==> src/rtl/svf_pkg.sv <==
// shared types and constants for the state-variable filter with air smoother
`default_nettype none

package svf_pkg;

   localparam int NUM_CHANNELS = 8;
   // channel count is a power of two, so the channel wraps by its low bits
   localparam int CHAN_W       = $clog2(NUM_CHANNELS);
   localparam int IN_CHAN_W    = 3;
   localparam int SAMPLE_W     = 24;
   localparam int STATE_W      = 32;
   localparam int COEF_W       = 24;
   localparam int AIR_W        = 23;
   localparam int MODE_W       = 2;
   localparam int OPND_W       = 48;
   localparam int CHUNK_W      = 24;
   localparam int PROD_W       = 2 * (COEF_W + 1);
   localparam int ACC_W        = 64;
   localparam int FRAC_W       = 22;
   localparam int CSR_ADDR_W   = 5;
   localparam int CSR_DATA_W   = 32;
   localparam int CSR_IDX_W    = 3;

   localparam logic signed [ACC_W-1:0] ROUND_BIAS = ACC_W'(64'sd1 <<< (FRAC_W - 1));

   localparam logic signed [OPND_W-1:0] SAT_MAX =
      OPND_W'((64'sd1 <<< (SAMPLE_W - 1)) - 64'sd1);
   localparam logic signed [OPND_W-1:0] SAT_MIN =
      OPND_W'(-(64'sd1 <<< (SAMPLE_W - 1)));

   // response selection, the unused code falls back to lowpass
   localparam logic [MODE_W-1:0] MODE_LP = 2'd0;
   localparam logic [MODE_W-1:0] MODE_BP = 2'd1;
   localparam logic [MODE_W-1:0] MODE_HP = 2'd2;

   // register indexes, byte address is four times the index
   localparam logic [CSR_IDX_W-1:0] REG_MODE    = 3'd0;
   localparam logic [CSR_IDX_W-1:0] REG_A1      = 3'd1;
   localparam logic [CSR_IDX_W-1:0] REG_A2      = 3'd2;
   localparam logic [CSR_IDX_W-1:0] REG_A3      = 3'd3;
   localparam logic [CSR_IDX_W-1:0] REG_DAMPING = 3'd4;
   localparam logic [CSR_IDX_W-1:0] REG_GAIN    = 3'd5;
   localparam logic [CSR_IDX_W-1:0] REG_AIR     = 3'd6;

   typedef struct packed {
      logic [MODE_W-1:0] mode;
      logic [COEF_W-1:0] a1;
      logic [COEF_W-1:0] a2;
      logic [COEF_W-1:0] a3;
      logic [COEF_W-1:0] damping;
      logic [COEF_W-1:0] gain;
      logic [AIR_W-1:0]  air;
   } cfg_type;

   typedef struct packed {
      logic signed [STATE_W-1:0] s1;
      logic signed [STATE_W-1:0] s2;
      logic signed [STATE_W-1:0] sm;
   } chan_state_type;

   typedef struct packed {
      logic issue;
      logic first;
      logic hi;
   } mac_ctl_type;

   // true when a value does not fit the 32-bit state range
   function automatic logic outside_state(input logic signed [OPND_W-1:0] v);
      logic [OPND_W-STATE_W:0] top;
      top = v[OPND_W-1:STATE_W-1];
      return !((&top) || !(|top));
   endfunction

endpackage

`default_nettype wire

==> src/rtl/svf_csr.sv <==
// register file for mode and coefficients behind the configuration port
`default_nettype none

module svf_csr (
   input  wire logic                            clock,
   input  wire logic                            reset,
   input  wire logic                            csr_psel,
   input  wire logic                            csr_penable,
   input  wire logic                            csr_pwrite,
   input  wire logic [svf_pkg::CSR_ADDR_W-1:0]  csr_paddr,
   input  wire logic [svf_pkg::CSR_DATA_W-1:0]  csr_pwdata,
   output logic      [svf_pkg::CSR_DATA_W-1:0]  csr_prdata,
   output logic                                 csr_pready,
   output svf_pkg::cfg_type                     cfg
);

   svf_pkg::cfg_type               cfg_ff;
   svf_pkg::cfg_type               cfg_in;
   logic [svf_pkg::CSR_IDX_W-1:0]  idx;
   logic                           wr_en;

   assign idx        = csr_paddr[svf_pkg::CSR_ADDR_W-1:2];
   assign csr_pready = 1'b1;
   assign wr_en      = csr_psel && csr_penable && csr_pwrite && csr_pready;
   assign cfg        = cfg_ff;

   always_comb begin
      cfg_in = cfg_ff;
      if (wr_en) begin
         unique case (idx)
            svf_pkg::REG_MODE:    cfg_in.mode    = csr_pwdata[svf_pkg::MODE_W-1:0];
            svf_pkg::REG_A1:      cfg_in.a1      = csr_pwdata[svf_pkg::COEF_W-1:0];
            svf_pkg::REG_A2:      cfg_in.a2      = csr_pwdata[svf_pkg::COEF_W-1:0];
            svf_pkg::REG_A3:      cfg_in.a3      = csr_pwdata[svf_pkg::COEF_W-1:0];
            svf_pkg::REG_DAMPING: cfg_in.damping = csr_pwdata[svf_pkg::COEF_W-1:0];
            svf_pkg::REG_GAIN:    cfg_in.gain    = csr_pwdata[svf_pkg::COEF_W-1:0];
            svf_pkg::REG_AIR:     cfg_in.air     = csr_pwdata[svf_pkg::AIR_W-1:0];
            default:              cfg_in         = cfg_ff;
         endcase
      end
   end

   always_comb begin
      unique case (idx)
         svf_pkg::REG_MODE:    csr_prdata = svf_pkg::CSR_DATA_W'(cfg_ff.mode);
         svf_pkg::REG_A1:      csr_prdata = svf_pkg::CSR_DATA_W'(cfg_ff.a1);
         svf_pkg::REG_A2:      csr_prdata = svf_pkg::CSR_DATA_W'(cfg_ff.a2);
         svf_pkg::REG_A3:      csr_prdata = svf_pkg::CSR_DATA_W'(cfg_ff.a3);
         svf_pkg::REG_DAMPING: csr_prdata = svf_pkg::CSR_DATA_W'(cfg_ff.damping);
         svf_pkg::REG_GAIN:    csr_prdata = svf_pkg::CSR_DATA_W'(cfg_ff.gain);
         svf_pkg::REG_AIR:     csr_prdata = svf_pkg::CSR_DATA_W'(cfg_ff.air);
         default:              csr_prdata = '0;
      endcase
   end

   always_ff @(posedge clock) begin
      if (reset) begin
         cfg_ff.mode    <= svf_pkg::MODE_LP;
         cfg_ff.a1      <= svf_pkg::COEF_W'(1868210);
         cfg_ff.a2      <= svf_pkg::COEF_W'(1868210);
         cfg_ff.a3      <= svf_pkg::COEF_W'(1868210);
         cfg_ff.damping <= svf_pkg::COEF_W'(1028016);
         cfg_ff.gain    <= svf_pkg::COEF_W'(1745980);
         cfg_ff.air     <= svf_pkg::AIR_W'(4001222);
      end else begin
         cfg_ff <= cfg_in;
      end
   end

endmodule

`default_nettype wire

==> src/rtl/svf_mac.sv <==
// shared coefficient multiply-accumulate unit with round-to-nearest scaling
`default_nettype none

module svf_mac (
   input  wire logic                                 clock,
   input  wire logic                                 reset,
   input  wire svf_pkg::mac_ctl_type                 ctl,
   input  wire logic        [svf_pkg::COEF_W-1:0]    coef,
   input  wire logic signed [svf_pkg::OPND_W-1:0]    operand,
   output logic signed      [svf_pkg::OPND_W-1:0]    result
);

   localparam int HALF_W = svf_pkg::COEF_W + 1;

   logic signed [HALF_W-1:0]          coef_s;
   logic signed [HALF_W-1:0]          chunk;
   logic signed [svf_pkg::PROD_W-1:0] prod_in;
   logic signed [svf_pkg::PROD_W-1:0] prod_ff;
   logic                              vld_ff;
   logic                              first_ff;
   logic                              hi_ff;
   logic signed [svf_pkg::ACC_W-1:0]  prod_ext;
   logic signed [svf_pkg::ACC_W-1:0]  addend;
   logic signed [svf_pkg::ACC_W-1:0]  acc_ff;
   logic signed [svf_pkg::ACC_W-1:0]  acc_in;

   // operand goes in as an unsigned low chunk and a signed high chunk
   assign coef_s = {1'b0, coef};
   assign chunk  = ctl.hi ?
      {operand[svf_pkg::OPND_W-1], operand[svf_pkg::OPND_W-1:svf_pkg::CHUNK_W]} :
      {1'b0, operand[svf_pkg::CHUNK_W-1:0]};
   assign prod_in = coef_s * chunk;

   assign prod_ext = svf_pkg::ACC_W'(prod_ff);
   assign addend   = hi_ff ?
      {prod_ext[svf_pkg::ACC_W-1-svf_pkg::CHUNK_W:0], {svf_pkg::CHUNK_W{1'b0}}} : prod_ext;

   // the rounding bias seeds the accumulator so the shift rounds to nearest
   always_comb begin
      acc_in = acc_ff;
      if (vld_ff) begin
         acc_in = (first_ff ? svf_pkg::ROUND_BIAS : acc_ff) + addend;
      end
   end

   assign result = svf_pkg::OPND_W'($signed(acc_ff[svf_pkg::ACC_W-1:svf_pkg::FRAC_W]));

   always_ff @(posedge clock) begin
      if (reset) begin
         vld_ff <= 1'b0;
      end else begin
         vld_ff <= ctl.issue;
      end
   end

   always_ff @(posedge clock) begin
      prod_ff  <= prod_in;
      first_ff <= ctl.first;
      hi_ff    <= ctl.hi;
      acc_ff   <= acc_in;
   end

endmodule

`default_nettype wire

==> src/rtl/svf_state.sv <==
// per-channel integrator and smoother state
`default_nettype none

module svf_state (
   input  wire logic                           clock,
   input  wire logic                           reset,
   input  wire logic [svf_pkg::CHAN_W-1:0]     rd_chan,
   output svf_pkg::chan_state_type             rd_data,
   input  wire logic                           wr_en,
   input  wire logic [svf_pkg::CHAN_W-1:0]     wr_chan,
   input  wire svf_pkg::chan_state_type        wr_data
);

   svf_pkg::chan_state_type st_ff [svf_pkg::NUM_CHANNELS];

   assign rd_data = st_ff[rd_chan];

   always_ff @(posedge clock) begin
      if (reset) begin
         for (int i = 0; i < svf_pkg::NUM_CHANNELS; i++) begin
            st_ff[i] <= '0;
         end
      end else if (wr_en) begin
         st_ff[wr_chan] <= wr_data;
      end
   end

endmodule

`default_nettype wire

==> src/rtl/svf_filter_with_air_pole_core.sv <==
// top level: sequencer around the shared multiply-accumulate unit
//
//  port group  direction  handshake              payload
//  req_*       in         tvalid / tready        tdata: sample_in, tuser: chan
//  rsp_*       out        tvalid / tready        tdata: sample_out, tuser: state_cleared
//  csr_*       in         psel / penable, apb    7 registers at byte address 4*index
//
//  a new item is accepted only once the last is through; highpass mode adds a step
//  to lowpass and bandpass. each coefficient product is two passes through the one
//  25x25 multiplier, and each step waits for its product register and accumulator
//  to drain. reset is synchronous, clears all channel state and sets the registers
//  to defaults. a waiting result holds the sequencer in its final step until rsp_tready;
//  the output register lets the next item be accepted as soon as the result is loaded.
`default_nettype none

module svf_filter_with_air_pole_core (
   input  wire logic                                clock,
   input  wire logic                                reset,
   input  wire logic                                req_tvalid,
   output logic                                     req_tready,
   input  wire logic [svf_pkg::SAMPLE_W-1:0]        req_tdata,   // [23:0] sample_in
   input  wire logic [svf_pkg::IN_CHAN_W-1:0]       req_tuser,   // [2:0] chan
   output logic                                     rsp_tvalid,
   input  wire logic                                rsp_tready,
   output logic      [svf_pkg::SAMPLE_W-1:0]        rsp_tdata,   // [23:0] sample_out
   output logic                                     rsp_tuser,   // [0] state_cleared
   input  wire logic                                csr_psel,
   input  wire logic                                csr_penable,
   input  wire logic                                csr_pwrite,
   input  wire logic [svf_pkg::CSR_ADDR_W-1:0]      csr_paddr,
   input  wire logic [svf_pkg::CSR_DATA_W-1:0]      csr_pwdata,
   output logic      [svf_pkg::CSR_DATA_W-1:0]      csr_prdata,
   output logic                                     csr_pready
);

   localparam int OW = svf_pkg::OPND_W;

   typedef enum logic [6:0] {
      S_IDLE = 7'b0000001,
      S_V1   = 7'b0000010,
      S_V2   = 7'b0000100,
      S_HP   = 7'b0001000,
      S_Y    = 7'b0010000,
      S_SM   = 7'b0100000,
      S_DONE = 7'b1000000
   } seq_state_type;

   // two products per step issue at counts 0..3, one product at 0..1
   localparam logic [2:0] PAIR_ISSUE  = 3'd4;
   localparam logic [2:0] PAIR_LAST   = 3'd5;
   localparam logic [2:0] SINGLE_ISSUE = 3'd2;
   localparam logic [2:0] SINGLE_LAST  = 3'd3;

   svf_pkg::cfg_type         cfg;
   svf_pkg::chan_state_type  rd_st;
   svf_pkg::chan_state_type  wr_st;
   svf_pkg::mac_ctl_type     mac_ctl;
   logic [svf_pkg::COEF_W-1:0] mac_coef;
   logic signed [OW-1:0]     mac_opnd;
   logic signed [OW-1:0]     mac_res;

   seq_state_type            state_ff, state_in;
   logic [2:0]               cnt_ff, cnt_in;
   logic [svf_pkg::CHAN_W-1:0] ch_ff, ch_in;
   logic signed [OW-1:0]     x_ff, x_in;
   logic signed [OW-1:0]     s1_ff, s1_in;
   logic signed [OW-1:0]     s2_ff, s2_in;
   logic signed [OW-1:0]     sm_ff, sm_in;
   logic signed [OW-1:0]     v3_ff, v3_in;
   logic signed [OW-1:0]     v1_ff, v1_in;
   logic signed [OW-1:0]     v2_ff, v2_in;
   logic signed [OW-1:0]     hp_ff, hp_in;
   logic signed [OW-1:0]     diff_ff, diff_in;
   logic signed [OW-1:0]     nsm_ff, nsm_in;
   logic                     rsp_valid_ff, rsp_valid_in;
   logic [svf_pkg::SAMPLE_W-1:0] rsp_data_ff, rsp_data_in;
   logic                     rsp_clr_ff, rsp_clr_in;

   logic signed [OW-1:0]     n1, n2;
   logic                     ovf;
   logic signed [OW-1:0]     sat;
   logic                     out_free;
   logic                     st_wr;
   logic                     accept;

   svf_csr u_csr (
      .clock       (clock),
      .reset       (reset),
      .csr_psel    (csr_psel),
      .csr_penable (csr_penable),
      .csr_pwrite  (csr_pwrite),
      .csr_paddr   (csr_paddr),
      .csr_pwdata  (csr_pwdata),
      .csr_prdata  (csr_prdata),
      .csr_pready  (csr_pready),
      .cfg         (cfg)
   );

   svf_state u_state (
      .clock   (clock),
      .reset   (reset),
      .rd_chan (req_tuser[svf_pkg::CHAN_W-1:0]),
      .rd_data (rd_st),
      .wr_en   (st_wr),
      .wr_chan (ch_ff),
      .wr_data (wr_st)
   );

   svf_mac u_mac (
      .clock   (clock),
      .reset   (reset),
      .ctl     (mac_ctl),
      .coef    (mac_coef),
      .operand (mac_opnd),
      .result  (mac_res)
   );

   assign req_tready = (state_ff == S_IDLE);
   assign accept     = req_tvalid && req_tready;
   assign out_free   = !rsp_valid_ff || rsp_tready;

   // next integrator states and the overflow check
   assign n1  = (v1_ff <<< 1) - s1_ff;
   assign n2  = (v2_ff <<< 1) - s2_ff;
   assign ovf = svf_pkg::outside_state(n1) || svf_pkg::outside_state(n2) ||
                svf_pkg::outside_state(nsm_ff);

   always_comb begin
      priority if (nsm_ff > svf_pkg::SAT_MAX) begin
         sat = svf_pkg::SAT_MAX;
      end else if (nsm_ff < svf_pkg::SAT_MIN) begin
         sat = svf_pkg::SAT_MIN;
      end else begin
         sat = nsm_ff;
      end
   end

   always_comb begin
      wr_st = '0;
      if (!ovf) begin
         wr_st.s1 = n1[svf_pkg::STATE_W-1:0];
         wr_st.s2 = n2[svf_pkg::STATE_W-1:0];
         wr_st.sm = nsm_ff[svf_pkg::STATE_W-1:0];
      end
   end

   always_comb begin
      state_in     = state_ff;
      cnt_in       = cnt_ff + 3'd1;
      ch_in        = ch_ff;
      x_in         = x_ff;
      s1_in        = s1_ff;
      s2_in        = s2_ff;
      sm_in        = sm_ff;
      v3_in        = v3_ff;
      v1_in        = v1_ff;
      v2_in        = v2_ff;
      hp_in        = hp_ff;
      diff_in      = diff_ff;
      nsm_in       = nsm_ff;
      rsp_valid_in = rsp_valid_ff && !rsp_tready;
      rsp_data_in  = rsp_data_ff;
      rsp_clr_in   = rsp_clr_ff;
      st_wr        = 1'b0;
      mac_ctl.issue = 1'b0;
      mac_ctl.first = (cnt_ff == 3'd0);
      mac_ctl.hi    = cnt_ff[0];
      mac_coef     = cfg.a1;
      mac_opnd     = s1_ff;

      unique case (state_ff)
         S_IDLE: begin
            cnt_in = 3'd0;
            if (accept) begin
               ch_in    = req_tuser[svf_pkg::CHAN_W-1:0];
               x_in     = OW'($signed(req_tdata));
               s1_in    = OW'(rd_st.s1);
               s2_in    = OW'(rd_st.s2);
               sm_in    = OW'(rd_st.sm);
               v3_in    = OW'($signed(req_tdata)) - OW'(rd_st.s2);
               state_in = S_V1;
            end
         end
         S_V1: begin
            mac_ctl.issue = (cnt_ff < PAIR_ISSUE);
            mac_coef      = cnt_ff[1] ? cfg.a2 : cfg.a1;
            mac_opnd      = cnt_ff[1] ? v3_ff : s1_ff;
            if (cnt_ff == PAIR_LAST) begin
               v1_in    = mac_res;
               cnt_in   = 3'd0;
               state_in = S_V2;
            end
         end
         S_V2: begin
            mac_ctl.issue = (cnt_ff < PAIR_ISSUE);
            mac_coef      = cnt_ff[1] ? cfg.a3 : cfg.a2;
            mac_opnd      = cnt_ff[1] ? v3_ff : s1_ff;
            if (cnt_ff == PAIR_LAST) begin
               v2_in    = s2_ff + mac_res;
               cnt_in   = 3'd0;
               state_in = (cfg.mode == svf_pkg::MODE_HP) ? S_HP : S_Y;
            end
         end
         S_HP: begin
            mac_ctl.issue = (cnt_ff < SINGLE_ISSUE);
            mac_coef      = cfg.damping;
            mac_opnd      = v1_ff;
            if (cnt_ff == SINGLE_LAST) begin
               hp_in    = x_ff - mac_res - v2_ff;
               cnt_in   = 3'd0;
               state_in = S_Y;
            end
         end
         S_Y: begin
            mac_ctl.issue = (cnt_ff < SINGLE_ISSUE);
            mac_coef      = cfg.gain;
            priority case (cfg.mode)
               svf_pkg::MODE_BP: mac_opnd = v1_ff;
               svf_pkg::MODE_HP: mac_opnd = hp_ff;
               default:          mac_opnd = v2_ff;
            endcase
            if (cnt_ff == SINGLE_LAST) begin
               diff_in  = mac_res - sm_ff;
               cnt_in   = 3'd0;
               state_in = S_SM;
            end
         end
         S_SM: begin
            mac_ctl.issue = (cnt_ff < SINGLE_ISSUE);
            mac_coef      = svf_pkg::COEF_W'(cfg.air);
            mac_opnd      = diff_ff;
            if (cnt_ff == SINGLE_LAST) begin
               nsm_in   = sm_ff + mac_res;
               cnt_in   = 3'd0;
               state_in = S_DONE;
            end
         end
         S_DONE: begin
            cnt_in = 3'd0;
            if (out_free) begin
               st_wr        = 1'b1;
               rsp_valid_in = 1'b1;
               rsp_clr_in   = ovf;
               rsp_data_in  = ovf ? '0 : sat[svf_pkg::SAMPLE_W-1:0];
               state_in     = S_IDLE;
            end
         end
         default: begin
            state_in = S_IDLE;
         end
      endcase
   end

   always_ff @(posedge clock) begin
      if (reset) begin
         state_ff     <= S_IDLE;
         cnt_ff       <= 3'd0;
         rsp_valid_ff <= 1'b0;
      end else begin
         state_ff     <= state_in;
         cnt_ff       <= cnt_in;
         rsp_valid_ff <= rsp_valid_in;
      end
   end

   always_ff @(posedge clock) begin
      ch_ff       <= ch_in;
      x_ff        <= x_in;
      s1_ff       <= s1_in;
      s2_ff       <= s2_in;
      sm_ff       <= sm_in;
      v3_ff       <= v3_in;
      v1_ff       <= v1_in;
      v2_ff       <= v2_in;
      hp_ff       <= hp_in;
      diff_ff     <= diff_in;
      nsm_ff      <= nsm_in;
      rsp_data_ff <= rsp_data_in;
      rsp_clr_ff  <= rsp_clr_in;
   end

   assign rsp_tvalid = rsp_valid_ff;
   assign rsp_tdata  = rsp_data_ff;
   assign rsp_tuser  = rsp_clr_ff;

endmodule

`default_nettype wire

==> config.mk <==
export PLATFORM = sky130hd
export DESIGN_NAME = svf_filter_with_air_pole_core
export DESIGN_NICKNAME = d
export VERILOG_FILES = /design/src/rtl/svf_pkg.sv /design/src/rtl/svf_csr.sv /design/src/rtl/svf_mac.sv /design/src/rtl/svf_state.sv /design/src/rtl/svf_filter_with_air_pole_core.sv
export SDC_FILE = /design/constraint.sdc
export NUM_CORES = 2
export LEC_CHECK = 0
export BUFFER_PORTS_ARGS = -buffer_cell sky130_fd_sc_hd__clkbuf_2
export CELL_PAD_IN_SITES_DETAIL_PLACEMENT = 0
export CELL_PAD_IN_SITES_GLOBAL_PLACEMENT = 1
export CORE_MARGIN = 2
export CORE_UTILIZATION = 47
export CTS_CLUSTER_DIAMETER = 30
export CTS_CLUSTER_SIZE = 28
export DETAILED_ROUTE_END_ITERATION = 12
export PLACE_DENSITY = 0.82
export RECOVER_POWER = 25
export SLEW_MARGIN = 20
export SYNTH_ARGS = -nofsm -noshare
export SYNTH_HDL_FRONTEND = slang
export SYNTH_SLANG_ARGS = --single-unit
==> constraint.sdc <==
create_clock -name clock -period 10.05 [get_ports clock]
set_input_delay 1.005 -clock clock [delete_from_list [all_inputs] [get_ports clock]]
set_output_delay 1.005 -clock clock [all_outputs]
set_load 0.02 [all_outputs]
==> metrics.md <==
| Metric | Value |
|---|---|
| Max-cap viol count | 21 |
| Slew Limit Headroom | -2.45 |
| Main combinational cell family by area after synthesis | adder cells |
| R2R Path End | u_mac.prod_ff[47] |
| Post-route setup slack | 0.416 ns |
| Grt met3 use | 0.0550 |
| Die Span X | 458 µm |
| Top-count cell post-synth | nor2_1 |
| Largest net degree at the start of global routing | 106 |
| Placer Congestion | 0.976 |
| Part of the Yosys area used for sequential elements | 0.425 |
| Largest area contributor in the netlist | edfxtp_1 |
| Synth Register Bits | 1,441 |
| Critical path buffers and inverters | 6 |
| Crit path max-delay cell type | o21ai_1 |
| Hold path endpoint | u_csr.cfg[29] |
| Top cell type's share of synthesized area | 0.381 |
| DRT Wirelength | 317 mm |
| Overflow after GRT | 0 |
| First-pass GRT wire length | 473 mm |
| Top delay family on crit path | adder cells |
| Mapped cell area | 97,000 µm² |
| Clock Skew | 0.115 ns |
| Starting DRC count in detailed routing | 7,919 |
| Worst-Margin Slew | 5.18 ns |
| Cells on worst reg2reg path | 33 |
| Sequential Area | 41,200 µm² |
| IO Pins | 131 |
| Max-slew violations | 771 |
| Synth warn | 0 |
| Post-Synth Adder-Cell Area | 0.187 |
| Routing usage on met1 | 0.380 |
| Tcrit/Tclk final | 0.959 |
| Met2 Resource Use GR | 0.487 |
| Layout Nets | 10,700 |
| Final setup viols | 0 |
| Worst Setup Start Kind | register |
| Required time of the critical path | 10.85 ns |
| Fmax | 0.104 GHz |
| Fraction of registers with async set/reset | 0 |
| HPWL Detailed | 225 mm |
| Filler Cell Count | 17,300 |
| Hold_sp | csr_pwdata[6] |
| Most used cell along the critical path | fa_1 |
| Initial core utilization | 0.474 |
| Worst-path clk slew | 0.05 ns |
| First-pass DRT Iterations | 7 |
| GR peak layer | met2 |
| Syn Inst Count | 9,213 |
| Area grow syn2layout | 16.6% |
| Top_reg_cell synth | edfxtp_1 |
| Crit path depth | 33 |
| Via count | 74,200 |
| Routed vias/inst | 5.97 |
| WHS | 0.428 ns |
| Final Critical Period | 9.63 ns |
| Cell Rows | 166 |
| Wire per inst | 25.5 µm |
| TritonCTS clock tree | built |
| Clk_lat worst skew | 0.94 ns |
| Share of layout cells above drive strength 1 | 0.127 |
| Largest cells by area after synthesis | edfxtp_1, fa_1, ha_1 |
| Die Y | 458 µm |
| GRT Total Usage | 0.300 |
| Vias in the first global route | 75,500 |
| Outcome | complete, but fails checks |
| Final Hold Fails | 0 |
| Crit path max fanout | 35 |
| Initial antenna violation count | 7 |
| Post-DRT Antenna Nets | 0 |
| Max stage delay on crit path | 0.72 ns |
| CTS Root Cell | clkbuf_16 |
| Proportion of synthesized area in mux cells | 0.0613 |
| Failing checks | max-capacitance violations, max-slew violations |
| H-tree depth | 5 |
| Crit Path Class | reg -> reg |
| CP Capture Type | register |
| Post-layout instance count excluding filler cells | 12,400 |
| # placed instances | 11,800 |
| Clk buf depth | 4 |
| Most frequent cells after synthesis | nor2_1, edfxtp_1, inv_1 |
| Worst Hold Depth | 3 |
| CTS Buf Count | 335 |
| Core area | 205,000 µm² |
| Worst min path class | in -> reg |
| Launch point of the worst reg-to-reg path | state_ff[3] |
| Compound-cell area share of the yosys netlist | 0.107 |
| Synth unique cells | 81 |
| CP Data Arrival Time | 10.43 ns |
| Dpl ws | -0.232 ns |
| Synth Area in Simple Gates | 0.134 |
| EDFF count, synth | 1,232 |
| # DRC | 0 |
| Reg-to-reg slack, setup | 0.42 ns |
| CTS Sinks | 1,441 |
| Input/output buffers | 111 |
| Avg Cell Area, Syn | 10.5 µm² |
| Area of the multi-input gates | 51,000 µm² |
| Xor/xnor share of the synthesized area | 0.0309 |
| Die ar. | 210,000 µm² |
-- cells by family after synthesis --
group | Yosys count
AND/OR/NAND/NOR | 2977
AO/OA/AOI/OAI | 1578
flip-flops | 1441
buffers and inverters | 1410
adder cells (fa/ha/maj) | 1121
XOR/XNOR | 342
multiplexers | 342
other | 2
-- worst register-to-register path, delay by kind of cell (launching register included) --
family	cells	cell delay, ns
AND/OR/NAND/NOR	8	1.43
XOR/XNOR	1	0.17
AO/OA/AOI/OAI	10	2.75
adder cells (fa/ha/maj)	8	3.82
buffers and inverters	6	0.90
flip-flops	1	0.45
-- repair_timing --
action / in CTS / in global routing
hold buffers: 0 / 0
buffers inserted: 0 / 2
setup endpoints to repair: 4 / 11
resized for setup: 5 / 44
pin swaps: 0 / 6
-- sequential cells by signal, summed over array words and instances, names as in the netlist, 32 cells and up --
name and flops:
u_csr.cfg 145, u_state.st_ff 768, v3_ff 33, s2_ff 32
u_mac.prod_ff 50, diff_ff 43, hp_ff 48, sm_ff 32
v2_ff 43, v1_ff 42, s1_ff 32, nsm_ff 43
u_mac.acc_ff 64
-- layout by cell type (no fill, tap or decap), types with 124 or more instances in the layout --
cell type     n
a21o_1      194
a21oi_1     492
buf_4       227
clkbuf_16   339
dfxtp_1     208
edfxtp_1   1232
fa_1        553
ha_1        566
inv_1       942
mux4_2      192
nand2_1     922
nor2_1     1300
nor3_1      124
o21ai_0     196
xnor2_1     232
-- stage by stage --
step	instance area [µm²]	util	setup TNS, ns
finish	113000	0.552	0
global route	113000	0.552	-0.0250
CTS	113000	0.552	0
detailed placement	102000	0.497	-0.284
global placement	102000	0.497	-0.153
floorplan	97000	-	0
-- how the worst max path moves through the flow --
stage	end	slack, ns	start
detailed placement	u_mac.prod_ff[48]	-0.23	state_ff[1]
floorplan	u_mac.prod_ff[46]	0.58	state_ff[3]
finish	u_mac.prod_ff[47]	0.42	state_ff[3]
CTS	u_mac.prod_ff[48]	0.05	state_ff[1]
global route	u_mac.prod_ff[47]	-0.02	u_csr.cfg[144]
global placement	u_mac.prod_ff[48]	-0.11	state_ff[1]
-- final cells by class --
class,count,share of cell area
timing repair buffer,391,0.0253
sequential,1441,0.364
tap,2688,0.0297
multi-input combinational,6369,0.451
clock buffer,386,0.0779
antenna,7,0.000155
inverter,948,0.0315
clock inverter,200,0.0201
-- layer usage --
metal	vias up	wire length, µm	part of all wire
met3	818	28300	0.089
met2	3800	148000	0.47
li1	32700	-	-
met1	36900	121000	0.38
met5	-	23	0.000072
met4	4	19400	0.061
Power is not shown: default switching activity piles up to over one toggle a cycle in this logic, so the estimate is an artifact.
